--- src/rtl/core/lsr_pkg.sv ---
// Shared types and fixed widths for the line span rasterizer.
// Used by the divider, the top level and the bench, and for the channel payload types.
package lsr_pkg;

   localparam int X_W      = 7;   // column width
   localparam int Y_W      = 6;   // row width
   localparam int COLOUR_W = 15;  // 5-5-5 RGB
   localparam int ERR_W    = 10;  // signed error term, spans about -62..189
   localparam int RUN_W    = 8;   // dividend and quotient width of the run divider

   localparam logic [COLOUR_W-1:0] COLOUR_RESET = 15'h7FFF;

   typedef logic [COLOUR_W-1:0] colour_type;

   typedef struct packed {
      logic [X_W-1:0] x_start;
      logic [Y_W-1:0] y_start;
      logic [X_W-1:0] x_end;
      logic [Y_W-1:0] y_end;
   } req_type;

   typedef struct packed {
      logic [Y_W-1:0]      row;
      logic [X_W-1:0]      span_left;
      logic [X_W-1:0]      span_right;
      logic [COLOUR_W-1:0] colour;
      logic                last;
   } rsp_type;

   typedef struct packed {
      logic busy;
      logic done;
   } div_status_type;

endpackage

--- src/rtl/core/lsr_chan_if.sv ---
// Valid/ready channel carrying one payload per transfer.
// Payload type comes from lsr_pkg at the instantiation site.
interface lsr_chan_if #(
   parameter type payload_type = logic
);
   logic        valid;
   logic        ready;
   payload_type payload;

   modport source (output valid, output payload, input ready);
   modport sink   (input valid, input payload, output ready);
endinterface

--- src/rtl/core/lsr_div.sv ---
// Restoring divider for run lengths, one quotient bit per cycle.
// Depends on lsr_pkg for widths and the status struct.
module lsr_div (
   input  logic                         clock,
   input  logic                         reset,
   input  logic                         start,
   input  logic [lsr_pkg::RUN_W-1:0]    dividend,
   input  logic [lsr_pkg::Y_W-1:0]      divisor,
   output logic [lsr_pkg::RUN_W-1:0]    quotient,
   output logic [lsr_pkg::Y_W-1:0]      remainder,
   output lsr_pkg::div_status_type      status
);
   localparam int CNT_W = $clog2(lsr_pkg::RUN_W + 1);

   logic [lsr_pkg::RUN_W-1:0] quo_ff, quo_in;
   logic [lsr_pkg::Y_W-1:0]   rem_ff, rem_in;
   logic [lsr_pkg::Y_W-1:0]   dvs_ff, dvs_in;
   logic [CNT_W-1:0]          cnt_ff, cnt_in;
   logic                      done_ff, done_in;
   logic [lsr_pkg::Y_W:0]     trial;
   logic                      fits;

   always_comb begin
      trial  = {rem_ff, quo_ff[lsr_pkg::RUN_W-1]};
      fits   = (trial >= {1'b0, dvs_ff});
      quo_in = quo_ff;
      rem_in = rem_ff;
      dvs_in = dvs_ff;
      cnt_in = cnt_ff;
      done_in = 1'b0;
      if (start) begin
         quo_in = dividend;
         rem_in = '0;
         dvs_in = divisor;
         cnt_in = CNT_W'(lsr_pkg::RUN_W);
      end else if (cnt_ff != '0) begin
         // shift in one dividend bit, subtract when it fits
         rem_in  = fits ? lsr_pkg::Y_W'(trial - {1'b0, dvs_ff}) : lsr_pkg::Y_W'(trial);
         quo_in  = {quo_ff[lsr_pkg::RUN_W-2:0], fits};
         cnt_in  = cnt_ff - CNT_W'(1);
         done_in = (cnt_ff == CNT_W'(1));
      end
   end

   always_ff @(posedge clock) begin
      if (reset) begin
         cnt_ff  <= '0;
         done_ff <= 1'b0;
      end else begin
         cnt_ff  <= cnt_in;
         done_ff <= done_in;
      end
      quo_ff <= quo_in;
      rem_ff <= rem_in;
      dvs_ff <= dvs_in;
   end

   assign quotient    = quo_ff;
   assign remainder   = rem_ff;
   assign status.busy = (cnt_ff != '0);
   assign status.done = done_ff;

endmodule

--- src/rtl/core/line_span_rasterizer_unit.sv ---
// Line span rasterizer top level: endpoint setup, row sequencer, colour register.
// Depends on lsr_pkg, lsr_chan_if and the run divider lsr_div.
//
// Channel   Dir  Payload                                       Transfer when
// req_chan  in   x_start, y_start, x_end, y_end                 valid & ready
// rsp_chan  out  row, span_left, span_right, colour, last       valid & ready
// csr_chan  in   line_colour (15 bits)                          valid & ready
//
// One segment at a time: req_chan.ready is high only while the sequencer is idle.
// Each scanline passes through decide, place and present states, and waits on the 8-step
// divider between decide and place when the row is a long run; rsp stalls hold it in the
// present state. The rsp register holds a span until taken.
// Synchronous active-high reset clears the sequencer and sets the colour to white.
// csr_chan is always ready; write it only while no segment is in flight.
module line_span_rasterizer_unit #(
   parameter int SCREEN_COLS = 128,
   parameter int SCREEN_ROWS = 64
) (
   input  logic         clock,
   input  logic         reset,
   lsr_chan_if.sink     req_chan,
   lsr_chan_if.source   rsp_chan,
   lsr_chan_if.sink     csr_chan
);
   localparam int X_W   = lsr_pkg::X_W;
   localparam int Y_W   = lsr_pkg::Y_W;
   localparam int ERR_W = lsr_pkg::ERR_W;
   localparam int RUN_W = lsr_pkg::RUN_W;

   // Saturation limits; the port widths already cap coordinates at their own maximum.
   localparam logic [X_W-1:0] COL_MAX =
      X_W'((SCREEN_COLS > (1 << X_W)) ? ((1 << X_W) - 1) : (SCREEN_COLS - 1));
   localparam logic [Y_W-1:0] ROW_MAX =
      Y_W'((SCREEN_ROWS > (1 << Y_W)) ? ((1 << Y_W) - 1) : (SCREEN_ROWS - 1));

   typedef enum logic [2:0] {
      ST_IDLE,
      ST_ROW,
      ST_DIV,
      ST_PLACE,
      ST_EMIT
   } state_type;

   state_type                state_ff, state_in;
   logic [X_W-1:0]           x1_ff, x1_in;
   logic [Y_W-1:0]           y_ff, y_in;
   logic [Y_W-1:0]           y2_ff, y2_in;
   logic [X_W-1:0]           dx_ff, dx_in;
   logic [Y_W-1:0]           dy_ff, dy_in;
   logic signed [ERR_W-1:0]  err_ff, err_in;
   logic [X_W-1:0]           u_ff, u_in;
   logic                     right_ff, right_in;
   logic [X_W-1:0]           lo_ff, lo_in;
   logic [X_W-1:0]           hi_ff, hi_in;
   logic                     last_ff, last_in;
   logic                     rsp_valid_ff, rsp_valid_in;
   lsr_pkg::rsp_type         rsp_ff, rsp_in;
   lsr_pkg::colour_type      colour_ff, colour_in;

   // endpoint setup
   logic [X_W-1:0]           xa, xb, sx1, sx2;
   logic [Y_W-1:0]           ya, yb, sy1, sy2;
   logic [X_W-1:0]           sdx;
   logic [Y_W-1:0]           sdy;

   // row decision
   logic signed [ERR_W-1:0]  dx_s, dy_s;
   logic                     div_start;
   logic [RUN_W-1:0]         div_dividend;
   logic [RUN_W-1:0]         div_quo;
   logic [Y_W-1:0]           div_rem;
   lsr_pkg::div_status_type  div_stat;
   logic [RUN_W:0]           run_hi, run_next;

   lsr_div u_div (
      .clock     (clock),
      .reset     (reset),
      .start     (div_start),
      .dividend  (div_dividend),
      .divisor   (dy_ff),
      .quotient  (div_quo),
      .remainder (div_rem),
      .status    (div_stat)
   );

   // Saturate, then order endpoints by row.
   always_comb begin
      xa = (32'(req_chan.payload.x_start) >= SCREEN_COLS) ? COL_MAX : req_chan.payload.x_start;
      xb = (32'(req_chan.payload.x_end)   >= SCREEN_COLS) ? COL_MAX : req_chan.payload.x_end;
      ya = (32'(req_chan.payload.y_start) >= SCREEN_ROWS) ? ROW_MAX : req_chan.payload.y_start;
      yb = (32'(req_chan.payload.y_end)   >= SCREEN_ROWS) ? ROW_MAX : req_chan.payload.y_end;
      if (yb < ya) begin
         sx1 = xb; sy1 = yb; sx2 = xa; sy2 = ya;
      end else begin
         sx1 = xa; sy1 = ya; sx2 = xb; sy2 = yb;
      end
      sdx = (sx2 > sx1) ? (sx2 - sx1) : (sx1 - sx2);
      sdy = sy2 - sy1;
   end

   assign dx_s         = $signed(ERR_W'(dx_ff));
   assign dy_s         = $signed(ERR_W'(dy_ff));
   assign div_dividend = RUN_W'(err_ff - dy_s);
   assign run_hi       = (RUN_W+1)'(u_ff) + (RUN_W+1)'(div_quo);
   assign run_next     = run_hi + (RUN_W+1)'(1);

   always_comb begin
      state_in     = state_ff;
      x1_in        = x1_ff;
      y_in         = y_ff;
      y2_in        = y2_ff;
      dx_in        = dx_ff;
      dy_in        = dy_ff;
      err_in       = err_ff;
      u_in         = u_ff;
      right_in     = right_ff;
      lo_in        = lo_ff;
      hi_in        = hi_ff;
      last_in      = last_ff;
      rsp_valid_in = rsp_valid_ff;
      rsp_in       = rsp_ff;
      colour_in    = colour_ff;
      div_start    = 1'b0;

      // hold the colour register except on a csr transfer
      if (csr_chan.valid) begin
         colour_in = csr_chan.payload;
      end

      unique case (state_ff)
         ST_IDLE: begin
            if (req_chan.valid) begin
               x1_in    = sx1;
               y_in     = sy1;
               y2_in    = sy2;
               dx_in    = sdx;
               dy_in    = sdy;
               u_in     = '0;
               right_in = (sx2 > sx1);
               // steep lines start half a row back, shallow ones one full run ahead
               err_in   = ({1'b0, sdx} > {2'b00, sdy}) ? $signed(ERR_W'(sdx))
                                                       : -$signed(ERR_W'(sdy >> 1));
               state_in = ST_ROW;
            end
         end

         ST_ROW: begin
            priority if (y_ff == y2_ff) begin
               // final row runs to the end column
               lo_in    = u_ff;
               hi_in    = dx_ff;
               last_in  = 1'b1;
               state_in = ST_PLACE;
            end else if (u_ff == dx_ff) begin
               lo_in    = dx_ff;
               hi_in    = dx_ff;
               last_in  = 1'b0;
               state_in = ST_PLACE;
            end else if (err_ff < dy_s) begin
               // short step: one pixel, advance x by at most one column
               lo_in   = u_ff;
               hi_in   = u_ff;
               last_in = 1'b0;
               if (err_ff > -dx_s) begin
                  u_in   = u_ff + X_W'(1);
                  err_in = err_ff + dx_s - dy_s;
               end else begin
                  err_in = err_ff + dx_s;
               end
               state_in = ST_PLACE;
            end else begin
               // long run: hand the run length to the divider
               lo_in     = u_ff;
               last_in   = 1'b0;
               div_start = 1'b1;
               state_in  = ST_DIV;
            end
         end

         ST_DIV: begin
            if (div_stat.done) begin
               // clamp the run's far edge and the next x at the end column
               hi_in    = (run_hi > (RUN_W+1)'(dx_ff)) ? dx_ff : X_W'(run_hi);
               u_in     = (run_next > (RUN_W+1)'(dx_ff)) ? dx_ff : X_W'(run_next);
               err_in   = $signed(ERR_W'(div_rem)) + dx_s;
               state_in = ST_PLACE;
            end
         end

         ST_PLACE: begin
            rsp_in.row    = y_ff;
            rsp_in.colour = colour_ff;
            rsp_in.last   = last_ff;
            if (right_ff) begin
               rsp_in.span_left  = x1_ff + lo_ff;
               rsp_in.span_right = x1_ff + hi_ff;
            end else begin
               rsp_in.span_left  = x1_ff - hi_ff;
               rsp_in.span_right = x1_ff - lo_ff;
            end
            rsp_valid_in = 1'b1;
            state_in     = ST_EMIT;
         end

         ST_EMIT: begin
            if (rsp_chan.ready) begin
               rsp_valid_in = 1'b0;
               if (last_ff) begin
                  state_in = ST_IDLE;
               end else begin
                  y_in     = y_ff + Y_W'(1);
                  state_in = ST_ROW;
               end
            end
         end

         default: begin
            state_in = ST_IDLE;
         end
      endcase
   end

   always_ff @(posedge clock) begin
      if (reset) begin
         state_ff     <= ST_IDLE;
         rsp_valid_ff <= 1'b0;
         colour_ff    <= lsr_pkg::COLOUR_RESET;
      end else begin
         state_ff     <= state_in;
         rsp_valid_ff <= rsp_valid_in;
         colour_ff    <= colour_in;
      end
      x1_ff    <= x1_in;
      y_ff     <= y_in;
      y2_ff    <= y2_in;
      dx_ff    <= dx_in;
      dy_ff    <= dy_in;
      err_ff   <= err_in;
      u_ff     <= u_in;
      right_ff <= right_in;
      lo_ff    <= lo_in;
      hi_ff    <= hi_in;
      last_ff  <= last_in;
      rsp_ff   <= rsp_in;
   end

   assign req_chan.ready   = (state_ff == ST_IDLE);
   assign csr_chan.ready   = 1'b1;
   assign rsp_chan.valid   = rsp_valid_ff;
   assign rsp_chan.payload = rsp_ff;

   // no new segment while a span is still waiting
   a_no_accept_while_presenting: assert property (@(posedge clock) disable iff (reset)
      rsp_chan.valid |-> !req_chan.ready)
      else $error("segment accepted while a span is pending");

   // spans never run backwards
   a_span_ordered: assert property (@(posedge clock) disable iff (reset)
      rsp_chan.valid |-> (rsp_chan.payload.span_left <= rsp_chan.payload.span_right))
      else $error("span left edge beyond right edge");

   // the final span frees the block for the next segment
   a_idle_after_last: assert property (@(posedge clock) disable iff (reset)
      (rsp_chan.valid && rsp_chan.ready && rsp_chan.payload.last) |=> req_chan.ready)
      else $error("block not ready after last span");

   // divider result arrives only while the sequencer waits for it
   a_div_done_in_wait: assert property (@(posedge clock) disable iff (reset)
      div_stat.done |-> (state_ff == ST_DIV))
      else $error("divider finished outside run wait");

   a_div_busy_in_wait: assert property (@(posedge clock) disable iff (reset)
      ((state_ff == ST_DIV) && !div_stat.done) |-> div_stat.busy)
      else $error("sequencer waiting on an idle divider");

endmodule

--- src/flat_wrapper.sv ---
// flat-port wrapper written by rule: the top's interface ports become plain ports
module line_span_rasterizer_unit_flat 
#(
   parameter int SCREEN_COLS = 128,
   parameter int SCREEN_ROWS = 64
)
  (clock, reset, req_chan_valid, req_chan_payload, req_chan_ready, rsp_chan_valid, rsp_chan_payload, rsp_chan_ready, csr_chan_valid, csr_chan_payload, csr_chan_ready);
  lsr_chan_if #(.payload_type(lsr_pkg::req_type)) req_chan_i ();
  lsr_chan_if #(.payload_type(lsr_pkg::rsp_type)) rsp_chan_i ();
  lsr_chan_if #(.payload_type(lsr_pkg::colour_type)) csr_chan_i ();
  input  logic clock;
  input  logic reset;
  input wire logic [$bits(req_chan_i.valid)-1:0] req_chan_valid;
  input wire logic [$bits(req_chan_i.payload)-1:0] req_chan_payload;
  output wire logic [$bits(req_chan_i.ready)-1:0] req_chan_ready;
  output wire logic [$bits(rsp_chan_i.valid)-1:0] rsp_chan_valid;
  output wire logic [$bits(rsp_chan_i.payload)-1:0] rsp_chan_payload;
  input wire logic [$bits(rsp_chan_i.ready)-1:0] rsp_chan_ready;
  input wire logic [$bits(csr_chan_i.valid)-1:0] csr_chan_valid;
  input wire logic [$bits(csr_chan_i.payload)-1:0] csr_chan_payload;
  output wire logic [$bits(csr_chan_i.ready)-1:0] csr_chan_ready;
  assign req_chan_i.valid = req_chan_valid;
  assign req_chan_i.payload = req_chan_payload;
  assign req_chan_ready = req_chan_i.ready;
  assign rsp_chan_valid = rsp_chan_i.valid;
  assign rsp_chan_payload = rsp_chan_i.payload;
  assign rsp_chan_i.ready = rsp_chan_ready;
  assign csr_chan_i.valid = csr_chan_valid;
  assign csr_chan_i.payload = csr_chan_payload;
  assign csr_chan_ready = csr_chan_i.ready;
  line_span_rasterizer_unit #(.SCREEN_COLS(SCREEN_COLS), .SCREEN_ROWS(SCREEN_ROWS)) u_core (.clock(clock), .reset(reset), .req_chan(req_chan_i), .rsp_chan(rsp_chan_i), .csr_chan(csr_chan_i));
endmodule
--- config.mk ---
export PLATFORM = sky130hd
export DESIGN_NAME = line_span_rasterizer_unit_flat
export DESIGN_NICKNAME = d
export VERILOG_FILES = /design/src/rtl/core/lsr_pkg.sv /design/src/rtl/core/lsr_chan_if.sv /design/src/rtl/core/lsr_div.sv /design/src/rtl/core/line_span_rasterizer_unit.sv /design/src/flat_wrapper.sv
export SDC_FILE = /design/constraint.sdc
export NUM_CORES = 1
export LEC_CHECK = 0
export BUFFER_PORTS_ARGS = -buffer_cell sky130_fd_sc_hd__buf_2
export CORE_ASPECT_RATIO = 0.5
export CORE_MARGIN = 5
export CORE_UTILIZATION = 35
export CTS_BUF_LIST = sky130_fd_sc_hd__clkbuf_8
export DETAILED_ROUTE_END_ITERATION = 10
export SLEW_MARGIN = 40
export SYNTH_ARGS = -nofsm -noshare
export SYNTH_HDL_FRONTEND = slang
export SYNTH_SLANG_ARGS = --single-unit
--- constraint.sdc ---
create_clock -name clock -period 6.2 [get_ports clock]
set_input_delay 1.24 -clock clock [delete_from_list [all_inputs] [get_ports clock]]
set_output_delay 1.24 -clock clock [all_outputs]
set_load 0.02 [all_outputs]
### Yosys cells after proc, flatten, opt, wreduce, memory -nomap -nowiden

Index checks and enable logic that the tools add are counted.

* register bits after elaboration: 145
* input port bits: 46
* output and inout port bits: 39
* word-level logic and storage cells: 139

* add/subtract/negate cells: 19
* order comparisons: 8
* eq/ne operators: 16
* multiplexer cells: 54
* bitwise gates (word level): 1
* reductions and logical operators: 16

Operators by type and width (number)
* $mux W7: 17
* $mux W10: 7
* $mux W6: 6
* $pmux W10 S3: 1
* $sub A7 B7 Y7: 4
* $pmux W7 S3: 1
* $gt A9 B7 Y1: 2
* $mux W8: 2
* $mux W3: 5
* $pmux W3 S5: 1
* $add A7 B7 Y7: 2
* $mux W14: 1
* $pmux W7 S2: 1
* $ne A2 B2 Y1 const B: 6
* $pmux W6 S2: 1
* $sub A6 B6 Y6: 2
* $add A10 B8 Y10: 1
* $gt A10 B10 Y1: 1
* $lt A10 B7 Y1: 1
* $neg A5 Y10: 1
* $neg A7 Y10: 1
* $sub A10 B7 Y10: 1
* $add A7 B8 Y9: 1
* $add A9 B1 Y9 const B: 1
* other kinds (32): 47

### Depth between registers and ports, before layout

Gate-level depths: netlist (run 1).

* depth after elaboration: 8
* gate-level depth with buffers: 23
* gate-level depth less buffers: 22

### Cells and area by module

From an unflattened synthesis (run 1), not the netlist that was laid out.

* cells, all modules: 1071
* area total of the unflattened synthesis: 10551.4 um2

Modules (own cells, without submodules)
* line_span_rasterizer_unit: instances 1, cells each 947, area each 9202.6 um2, seq. area each 3413.3 um2
* lsr_div: instances 1, cells each 124, area each 1348.8 um2, seq. area each 640.6 um2

### Worst setup path before layout (run 1)

No wires, ideal clock.

* path kind: in2reg
* start point: input req_chan_payload[16]
* end point: register u_core.err_ff[2], data pin
* library setup time: 0.261 ns
* data arrival time: 5.528 ns
* required time: 5.939 ns
* path slack: 0.411 ns
* stages: 22
* buffers on the path: 3
* cell sequence: inv_1 ha_1 and4_1 o21a_1 buf_2 nor2_1 buf_2 clkbuf_1 a21oi_1 ha_1 nor4_1 nor4_2 xnor2_1 ha_1 o21a_1 o21a_1 o21a_1 o21a_1 o32a_1 a211oi_4 nor3_1 a221o_1

* cells in the longest elaborated chain, start to end: 8
* elaborated cells between the ends (all ways): 15
* those cells by class: add/sub: 4; order compare: 3; mux: 8

Ends and longest elaborated chain
* start: declaration: RTL line flat_wrapper.sv:14 `input wire logic [$bits(req_chan_i.payload)-1:0] req_chan_payload;`
* $lt A6 B6 Y1 (*): RTL line line_span_rasterizer_unit.sv:92 `if (yb < ya) begin`
* $mux W7: RTL line line_span_rasterizer_unit.sv:92
* $sub A7 B7 Y7 or $gt A7 B7 Y1 (tied branches): RTL line line_span_rasterizer_unit.sv:97 `sdx = (sx2 > sx1) ? (sx2 - sx1) : (sx1 - sx2);`
* $mux W7 (*): RTL line line_span_rasterizer_unit.sv:97
* named net u_core.sdx[2]: RTL line line_span_rasterizer_unit.sv:63 `logic [X_W-1:0] sdx;`
* $gt A7 B6 Y1: RTL line line_span_rasterizer_unit.sv:141 `err_in = ({1'b0, sdx} > {2'b00, sdy}) ? $signed(ERR_W'(sdx))`
* $mux W10 (*): RTL line line_span_rasterizer_unit.sv:141
* $mux W10 (*): RTL line line_span_rasterizer_unit.sv:132 `if (req_chan.valid) begin`
* $pmux W10 S3 (*): RTL line line_span_rasterizer_unit.sv:130 `unique case (state_ff)`
* named net u_core.err_in[2]: RTL line line_span_rasterizer_unit.sv:50 `logic signed [ERR_W-1:0] err_ff, err_in;`
* end signal: assignment: RTL line line_span_rasterizer_unit.sv:238 `err_ff <= err_in;`
* end: declaration: RTL line line_span_rasterizer_unit.sv:50

Mark *: on every way through the listed nets, which the timed path passes. The rest lies on a longest branch. The select of a mux whose other input is x is not followed.
A chain may end at the register's enable or synchronous reset.

### Worst setup path after layout (run 1)

* start point: input req_chan_payload[16]
* end point: register u_core.err_ff[2], data pin

* cells in the longest elaborated chain, start to end: 8
* elaborated cells between the ends (all ways): 15
* those cells by class: add/sub: 4; order compare: 3; mux: 8

Ends and longest elaborated chain (RTL line)
* $lt A6 B6 Y1 (*): line_span_rasterizer_unit.sv:92
* $mux W7: line_span_rasterizer_unit.sv:92
* $sub A7 B7 Y7 or $gt A7 B7 Y1 (tied branches): line_span_rasterizer_unit.sv:97
* $mux W7 (*): line_span_rasterizer_unit.sv:97
* named net u_core.sdx[4]: line_span_rasterizer_unit.sv:63
* $gt A7 B6 Y1 (*): line_span_rasterizer_unit.sv:141
* $mux W10 (*): line_span_rasterizer_unit.sv:141
* $mux W10 (*): line_span_rasterizer_unit.sv:132
* $pmux W10 S3 (*): line_span_rasterizer_unit.sv:130
* named net u_core.err_in[2]: line_span_rasterizer_unit.sv:50

Marked as above.

==> out/qor.csv, run 1 <==
metric,value,unit
leakagePower,5.004,nW
avgSynthCellArea,9.708,µm²
pre_cts_slack,153.8,ps
grt_overflow,0,
crit_path_end_kind,flip-flop,
power.density,550.8,nW/µm²
ys.flop_type,edfxtp_1,
synthXorXnorAreaFrac,8.282,%
nNetsFinal,1340,
synth_cell_types,87,
muxShareOfSynthArea,2.131,%
gp_congestion,0.9293,
path_max_fanout,18,
cts_sinks,145,
clock.fmax,0.1779,GHz
grt_first_pass_wirelength,44280,µm
synth_edf_count,115,
cts_max_level,4,
route.detailed.drc,0,
dp.final_hpwl,21530,µm
grt_max_degree,37,
syn_inst,1119,
start_kind,primary input,
rsz0062_at_grt,false,
peakVddDrop,229.5,µV
dp.cells,1590,
p_int,3.640,mW
comb_power_share,61.2,%
p_seq_share,27.3,%
cts_root_buffer,clkbuf_8,
start_util,35.66,%
worst_slack,579.4,ps
synth_top_family_by_area,compound AO/OA/AOI/OAI gates,
netSwitchingPower,3.047,mW
via_per_inst,5.314,
layout_common_cells,"edfxtp_1, ha_1, buf_2",
syn-cell-area,10860,µm²
synth-simple-area-share,15.80,%
dieArea,34870,µm²
clk_pin_slew,80,ps
wl_per_cell,17.07,µm
grt_pass1_vias,8527,
cap_violations,0,
synth_fp_nets,1272,
drt_first_pass_iters,5,
insertion_delay,470,ps
area.sequential,4054,µm²
synth.ff_latch_count,145,
max_stage_delay,400,ps
drt_iter0_drc,540,
die_h,134.6,µm
cts_buffers,17,
place_area,11730,µm²
fp-row-count,45,
multi_input_comb_area,6330,µm²
critPathKind,primary input to flip-flop,
clock_path_buffers,2,
synth_compound_area_share,18.03,%
post-cts-setup-buffers,0,
setup_violations,0,
antenna_cells,0,
cts_tree,yes,
hold_class,flip-flop to flip-flop,
pin_count,85,
final_hold_viol_count,0,
syn2layout_area_growth,11.77,%
fill_cells,3001,
maxSlewHeadroom,47.04,%
final_common_cell,edfxtp_1,
drt_wl_total,27700,µm
port_buffers,83,
num_vias,8624,
crit_arrival,5830,ps
worst_pin_slew,788.7,ps
crit_slowest_cell,ha_1,
synth_adder_area_share,13.84,%
min_period,5621,ps
seq_area_frac_synth,37.32,%
ctsResizeCount,0,
core,30460,µm²
fin_tns_setup,0,ps
report.final.slew_viol_count,0,
crit_chain,buf_2 > inv_1 > ha_1 > and4_1 > o21ai_1 > nand2_2 > buf_4 > nor2_1 > a21oi_1 > ha_1 > inv_1 > o32ai_1 > o21ai_0 > o221a_2 > a21oi_1 > xor2_1 > ha_1 > o21a_1 > o21a_1 > o32a_1 > a211oi_4 > nor3_1 > a221o_1,
layout.cells.non_filler,1623,
utilization,39.86,%
fin_area,12140,µm²
antenna_found_initial,1,
synth_warnings,0,
clockPowerShare,11.4,%
dieWidth,259.1,µm
layout-drive-gt1-share,14.58,%
run_status,"finished, final reports clean",
fin_skew,12.36,ps
cts_hold_buf,0,
switching_share,45.56,%
required,6410,ps
crit_top_cell,ha_1,
async_reset_ff_share,0,%
grt_usage,15.81,%
ant_nets,0,
finalCritPeriodShare,90.65,%
[final timing paths]
kind                                    start  depth (start not counted)                                    to  slack [ps]
min reg2reg  u_core.colour_ff[6]$_SDFFE_PP1P_                          0  u_core.rsp_chan.payload[7]$_DFFE_PP_         430
min          u_core.colour_ff[6]$_SDFFE_PP1P_                          0  u_core.rsp_chan.payload[7]$_DFFE_PP_         430
max reg2reg          u_core.u_ff[0]$_DFFE_PP_                         16              u_core.u_ff[3]$_DFFE_PP_        1700
max                      req_chan_payload[16]                         23            u_core.err_ff[2]$_DFFE_PP_         580
[logic make-up (layout without fill, tap and decap cells)]
family          Yosys count  count (layout)
flops                   145             145
fa+ha+maj               117             117
compound gates          281             281
mux                      22              22
simple gates            327             327
buf+inv                 128             209
other cells               1               1
xor+xnor                 98              98
[stage by stage]
stage	hold WS [ps]	power, mW
after global placement	402.8	5.738
after CTS	428.9	6.673
after detailed placement	407.0	5.874
after floorplan	400.5	4.875
final	426.7	6.688
after global routing	439.4	7.311
[critical path: cells and delay by family]
kind	cells	cell delay, ps
AOI/OAI and AO/OA	11	2270
xor gates and xnor gates	1	340
adders and majority gates	3	930
buffers and inverters	4	530
and+or+nand+nor	4	550
[flip-flops by register name (all words and copies together), names as in the netlist, 4 cells and up]
| register | flops |
|---|---|
| u_core.rsp_chan.payload | 36 |
| u_core.colour_ff | 15 |
| u_core.err_ff | 10 |
| u_core.u_div.quotient | 8 |
| u_core.dx_ff | 7 |
| u_core.hi_ff | 7 |
| u_core.lo_ff | 7 |
| u_core.u_ff | 7 |
| u_core.x1_ff | 7 |
| u_core.dy_ff | 6 |
| u_core.u_div.dvs_ff | 6 |
| u_core.u_div.remainder | 6 |
| u_core.y2_ff | 6 |
| u_core.y_ff | 6 |
| u_core.u_div.cnt_ff | 4 |
[Yosys cell counts, types with 7 or more instances]
cell type / n / area [µm²]
edfxtp_1: 115 / 3453
ha_1: 99 / 1239
inv_1: 76 / 285.3
nand2_1: 76 / 285.3
nor2_1: 66 / 247.7
a21oi_1: 62 / 310.3
o21ai_0: 52 / 260.3
xnor2_1: 51 / 446.7
xor2_1: 43 / 376.6
clkbuf_1: 40 / 150.1
nor2b_1: 33 / 206.5
dfxtp_1: 30 / 600.6
nand3_1: 29 / 145.1
nor3_1: 25 / 125.1
o21a_1: 23 / 172.7
a21o_1: 20 / 150.1
a211oi_1: 19 / 142.6
a211o_1: 18 / 157.7
nand2b_1: 16 / 100.1
nor4_1: 15 / 93.84
or3_1: 14 / 87.58
mux2i_1: 13 / 130.1
mux2_2: 9 / 101.4
o21bai_1: 9 / 67.56
fa_1: 8 / 160.2
and2_1: 7 / 43.79
and3_1: 7 / 43.79
nand4_1: 7 / 43.79
o31ai_1: 7 / 52.55
[power groups by stage]
stage	clock network, mW	logic (mW)	registers [mW]
finish	0.765	4.10	1.83
global route	0.833	4.62	1.86
CTS	0.786	4.06	1.83
detailed placement	0	4.03	1.85
global placement	0	3.90	1.84
floorplan	0	3.18	1.70
[per-layer routing]
layer  share of wire (%)  vias up  GRT usage (%)
li1                    -     4237              -
met1                  47     4087          21.34
met4                 2.4        0          6.039
met2                  45      253          25.14
met5                   0        -              0
met3                 6.2       47          3.345
[cell type report]
class / instances / share of cell area [%]
inverter: 78 / 2.411
clock inverter: 14 / 1.226
timing repair buffer: 99 / 4.441
tap: 423 / 4.359
clock buffer: 18 / 2.040
sequential: 145 / 33.39
multi-input combinational: 846 / 52.13
Note: power is estimated with default switching activity, not from simulation.
==> run 2: changes to the inputs <==
- CELL_PAD_IN_SITES_DETAIL_PLACEMENT: not set -> 0
- CELL_PAD_IN_SITES_GLOBAL_PLACEMENT: not set -> 1
- PLACE_DENSITY_LB_ADDON: not set -> 0.1
==> out/qor.csv, run 2 (synthesis gave the netlist of run 1 again) <==
metric,value,unit,change
dieArea,34870,µm²,unchanged
path_max_fanout,7,,-11
nNetsFinal,1341,,+0.075%
grt_first_pass_wirelength,47980,µm,+8.4%
final_common_cell,edfxtp_1,,
die_h,134.6,µm,unchanged
clk_pin_slew,90,ps,about the same
dp.cells,1592,,+0.13%
top_register,u_core.rsp_chan.payload,,
cts_max_level,4,,unchanged
route.detailed.drc,0,,unchanged
clock.fmax,0.1803,GHz,+1.3%
p_seq_share,26.9,%,-0.4 points
crit_slowest_cell,xor2_1,,
start_kind,primary input,,
r2r_start,u_core.u_ff[0]$_DFFE_PP_,,
dp.final_hpwl,23620,µm,+9.7%
comb_power_share,60.8,%,-0.4 points
critPathKind,primary input to flip-flop,,
crit_family,compound AO/OA/AOI/OAI gates,,
required,6420,ps,about the same
fp-row-count,45,,unchanged
grt_pass1_vias,8427,,-1.2%
insertion_delay,480,ps,about the same
post-cts-setup-buffers,0,,unchanged
rsz0062_at_grt,false,,
run_status,"finished, final reports clean",,
max_stage_delay,420,ps,+20 ps
drt_iter0_drc,744,,+38%
cts_buffers,17,,unchanged
netSwitchingPower,3.277,mW,+7.5%
dieWidth,259.1,µm,unchanged
core,30460,µm²,unchanged
crit_arrival,5770,ps,-60 ps
crit_chain,buf_2 > inv_1 > ha_1 > and4_1 > o21a_1 > buf_4 > nor4_1 > nor2_1 > ha_1 > o31ai_1 > a31oi_1 > xor2_1 > inv_1 > ha_1 > o21a_1 > o21a_1 > o32ai_1 > and4_1 > nor3_1 > a221o_1,,
start_util,35.66,%,unchanged
layout.cells.non_filler,1624,,+0.062%
place_area,11760,µm²,+0.27%
power.density,565.7,nW/µm²,+2.7%
finalCritPeriodShare,89.46,%,-1.2 points
largest_register_ffs,36,,unchanged
fin_skew,20.48,ps,+8.119 ps
grt_usage,17.62,%,+1.8 points
cts_sinks,145,,unchanged
grt_max_degree,31,,-16%
leakagePower,5.013,nW,+0.17%
fin_tns_setup,0,ps,unchanged
hold_class,flip-flop to flip-flop,,
clockPowerShare,12.2,%,+0.8 points
largestRegisters,"u_core.rsp_chan.payload: 36 flops, u_core.colour_ff: 15 flops, u_core.err_ff: 10 flops",,
layout-drive-gt1-share,15.24,%,+0.65 points
antenna_found_initial,0,,-1
p_int,3.633,mW,-0.19%
port_buffers,83,,unchanged
clock_path_buffers,2,,unchanged
cp_num_buf_inv,4,,unchanged
syn2layout_area_growth,12.45,%,
setup_violations,0,,unchanged
cts_hold_buf,0,,unchanged
grt_overflow,0,,unchanged
wl_per_cell,18.93,µm,+11%
drt_first_pass_iters,5,,unchanged
switching_share,47.42,%,+1.9 points
final_hold_viol_count,0,,unchanged
crit_path_end_kind,flip-flop,,
antenna_cells,0,,unchanged
fin_area,12220,µm²,+0.61%
min_period,5546,ps,-74.26 ps
drt_wl_total,30750,µm,+11%
gp_congestion,0.8578,,-7.7%
cts_root_buffer,clkbuf_8,,
maxSlewHeadroom,40.99,%,-6.1 points
num_vias,8579,,-0.52%
via_per_inst,5.283,,-0.58%
ant_nets,0,,unchanged
pin_count,85,,unchanged
peakVddDrop,255.2,µV,+11%
cap_violations,0,,unchanged
crit_start,req_chan_payload[16],,
worst_pin_slew,877.1,ps,+88.41 ps
ctsResizeCount,0,,unchanged
cts_tree,yes,,
report.final.slew_viol_count,0,,unchanged
min_from,u_core.colour_ff[11]$_SDFFE_PP1P_,,
layout_common_cells,"edfxtp_1, ha_1, buf_2",,
[run 2: cell count changes in the layout (fill, tap and decap cells not counted), sizes merged]
cell,before,now
bufinv,3,2
buf,99,100
clkbuf,18,17
inv,82,83
clkinv,6,7
[run 2: final cells by class]
| type | count | area [µm²] |
|---|---|---|
| clock buffer | 17 | 234.0 |
| clock inverter | 15 | 217.7 |
| fill | 3024 | 18250 |
| inverter | 78 | 292.8 |
| multi-input combinational | 846 | 6345 |
| sequential | 145 | 4054 |
| tap | 423 | 529.3 |
| timing repair buffer | 100 | 543.0 |
[run 2: stage by stage]
| stage | hold slack [ps] | utilization, % | worst slack (ps) | total power, mW |
|---|---|---|---|---|
| final | 424.4 | 40.10 | 653.7 | 6.910 |
| after global routing | 435.3 | 40.10 | 168.3 | 7.498 |
| after detailed placement | 404.6 | 38.61 | 223.3 | 6.003 |
| after CTS | 426.2 | 40.09 | 742.0 | 6.931 |
| after global placement | 403.0 | 38.56 | 300.2 | 5.936 |
| after floorplan | 400.5 | - | 411.0 | 4.875 |
[run 2: layer usage]
layer	routed length (µm)	part of all wire [%]	track usage, %
met1	16020	52	26.44
met2	12970	42	26.62
met3	1538	5.0	3.587
met4	229	0.74	3.078
met5	0	0	0
[run 2: power groups by stage]
stage | logic, mW | registers, mW | clock network [mW]
after floorplan | 3.18 | 1.70 | 0
after global placement | 4.06 | 1.88 | 0
after detailed placement | 4.13 | 1.88 | 0
after CTS | 4.19 | 1.86 | 0.880
after global routing | 4.68 | 1.90 | 0.919
final | 4.20 | 1.86 | 0.846
[run 2: path summary, 6_finish.rpt]
check,end,slack (ps),depth (start not counted)
setup / recovery,u_core.err_ff[2]$_DFFE_PP_,650,20
hold / removal,u_core.rsp_chan.payload[12]$_DFFE_PP_,420,0
setup reg to reg,u_core.u_ff[3]$_DFFE_PP_,1580,16
hold reg to reg,u_core.rsp_chan.payload[12]$_DFFE_PP_,420,0
==> run 3: changes to the inputs <==
- CORE_UTILIZATION: 35 -> 49
- GPL_TIMING_DRIVEN: not set -> 1
==> out/qor.csv, run 3 (synthesis gave the netlist of run 1 again) <==
metric,value,unit,change
run_status,"finished, final reports clean",,
clk_pin_slew,90,ps,about the same
cts_max_level,4,,unchanged
dieArea,25430,µm²,-27%
crit_path_end_kind,flip-flop,,
route.detailed.drc,0,,unchanged
cap_violations,0,,unchanged
grt_pass1_vias,8197,,-2.7%
place_area,11610,µm²,-1.2%
port_buffers,83,,unchanged
pin_count,85,,unchanged
fin_skew,18.68,ps,-1.800 ps
largest_register_ffs,36,,unchanged
worst_pin_slew,765.8,ps,-111.2 ps
drt_iter0_drc,579,,-22%
clock.fmax,0.1776,GHz,-1.5%
dp.cells,1470,,-7.7%
antenna_found_initial,1,,+1
via_per_inst,5.814,,+10%
final_hold_viol_count,0,,unchanged
syn2layout_area_growth,10.76,%,
drt_wl_total,29700,µm,-3.4%
start_kind,primary input,,
critPathKind,primary input to flip-flop,,
drt_first_pass_iters,5,,unchanged
fill_cells,1954,,-35%
grt_overflow,0,,unchanged
peakVddDrop,247.8,µV,-2.9%
multi_input_comb_area,6351,µm²,about the same
crit_slowest_cell,xor2_1,,
cts_hold_buf,0,,unchanged
ant_nets,0,,unchanged
cts_sinks,145,,unchanged
leakagePower,5.004,nW,-0.17%
finalCritPeriodShare,90.82,%,+1.4 points
fp-row-count,38,,-16%
final_common_cell,edfxtp_1,,
grt_max_degree,37,,+19%
power.density,564.6,nW/µm²,-0.20%
required,6410,ps,about the same
fin_area,12030,µm²,-1.5%
grt_first_pass_wirelength,45910,µm,-4.3%
report.final.slew_viol_count,0,,unchanged
cts_buffers,17,,unchanged
largestRegisters,"u_core.rsp_chan.payload: 36 flops, u_core.colour_ff: 15 flops, u_core.err_ff: 10 flops",,
setup_violations,0,,unchanged
layout.cells.non_filler,1502,,-7.5%
core,21730,µm²,-29%
post-cts-setup-buffers,0,,unchanged
top_register,u_core.rsp_chan.payload,,
grt_usage,23.36,%,+5.7 points
crit_family,compound AO/OA/AOI/OAI gates,,
clock_path_buffers,2,,unchanged
maxSlewHeadroom,48.94,%,+8.0 points
area.sequential,4054,µm²,unchanged
cp_num_buf_inv,3,,-1
layout-drive-gt1-share,15.22,%,about the same
ctsResizeCount,0,,unchanged
max_stage_delay,400,ps,-20 ps
utilization,55.37,%,+15 points
path_max_fanout,8,,+1
nNetsFinal,1342,,+0.075%
crit_chain,buf_2 > inv_1 > ha_1 > a21oi_1 > o21a_1 > nand2_2 > nand2_1 > nor2_1 > a21oi_1 > ha_1 > inv_1 > o32ai_1 > o21ai_0 > o221a_2 > a21oi_1 > xor2_1 > ha_1 > o21a_1 > o21a_1 > o32a_1 > a211oi_4 > nor3_1 > a221o_1,,
num_vias,8733,,+1.8%
start_util,49.99,%,+14 points
dp.final_hpwl,23030,µm,-2.5%
hold_class,flip-flop to flip-flop,,
min_period,5631,ps,+84.56 ps
dieWidth,220.6,µm,-15%
gp_congestion,0.9271,,+8.1%
layout_common_cells,"edfxtp_1, ha_1, buf_2",,
cts_root_buffer,clkbuf_8,,
crit_arrival,5840,ps,+70 ps
antenna_cells,0,,unchanged
die_h,115.3,µm,-14%
wl_per_cell,19.78,µm,+4.4%
fin_tns_setup,0,ps,unchanged
rsz0062_at_grt,false,,
insertion_delay,460,ps,-20 ps
cts_tree,yes,,
==> run 3: cell types whose count changed in the layout (fill, tap and decap cells not counted), sizes merged <==
cell,change
buf,+1
clkinv,-3
clkinvlp,+1
inv,+2
==> run 3: metrics by stage <==
stage / total power, mW / hold WS [ps] / setup WS [ps]
finish: 6.793 / 424.8 / 569.1
global route: 7.349 / 435.3 / 280.1
CTS: 6.736 / 427.0 / 673.2
detailed placement: 5.907 / 406.3 / 190.1
global placement: 5.804 / 403.1 / 236.2
floorplan: 4.875 / 400.5 / 411.0
==> run 3: metal layers <==
| layer | GRT usage [%] | share of wire [%] |
|---|---|---|
| met1 | 34.24 | 48 |
| met2 | 35.29 | 42 |
| met3 | 5.288 | 7.7 |
| met4 | 5.698 | 1.4 |
| met5 | 0 | 0.061 |
==> run 3: report_power, final <==
part | switching, mW | internal (mW)
Sequential | 0.379 | 1.48
Clock | 0.415 | 0.371
Combinational | 2.39 | 1.76
==> run 3: worst reg2reg max path: cells and delay by family, from the launching register on <==
| family | cells | cell delay (ps) |
|---|---|---|
| AO/OA/AOI/OAI | 7 | 1200 |
| XOR/XNOR | 1 | 330 |
| adder cells (fa/ha/maj) | 3 | 1000 |
| flip-flops | 1 | 560 |
| AND/OR/NAND/NOR | 5 | 1170 |
==> run 3: layout make-up <==
class / instances / share of cell area [%]
well taps: 300 / 3.120
flip-flops and latches: 145 / 33.69
clock inverters: 15 / 1.446
repair buffers: 101 / 4.576
clock buffers: 17 / 1.945
multi-input cells: 846 / 52.79
inverters: 78 / 2.433
==> run 3: final timing paths <==
path	endpoint	start	depth (start not counted)	slack (ps)
max	u_core.err_ff[2]$_DFFE_PP_	req_chan_payload[16]	23	570
min	u_core.rsp_chan.payload[11]$_DFFE_PP_	u_core.colour_ff[10]$_SDFFE_PP1P_	0	420
max reg2reg	u_core.u_ff[4]$_DFFE_PP_	u_core.u_ff[0]$_DFFE_PP_	16	1680
min reg2reg	u_core.rsp_chan.payload[11]$_DFFE_PP_	u_core.colour_ff[10]$_SDFFE_PP1P_	0	420
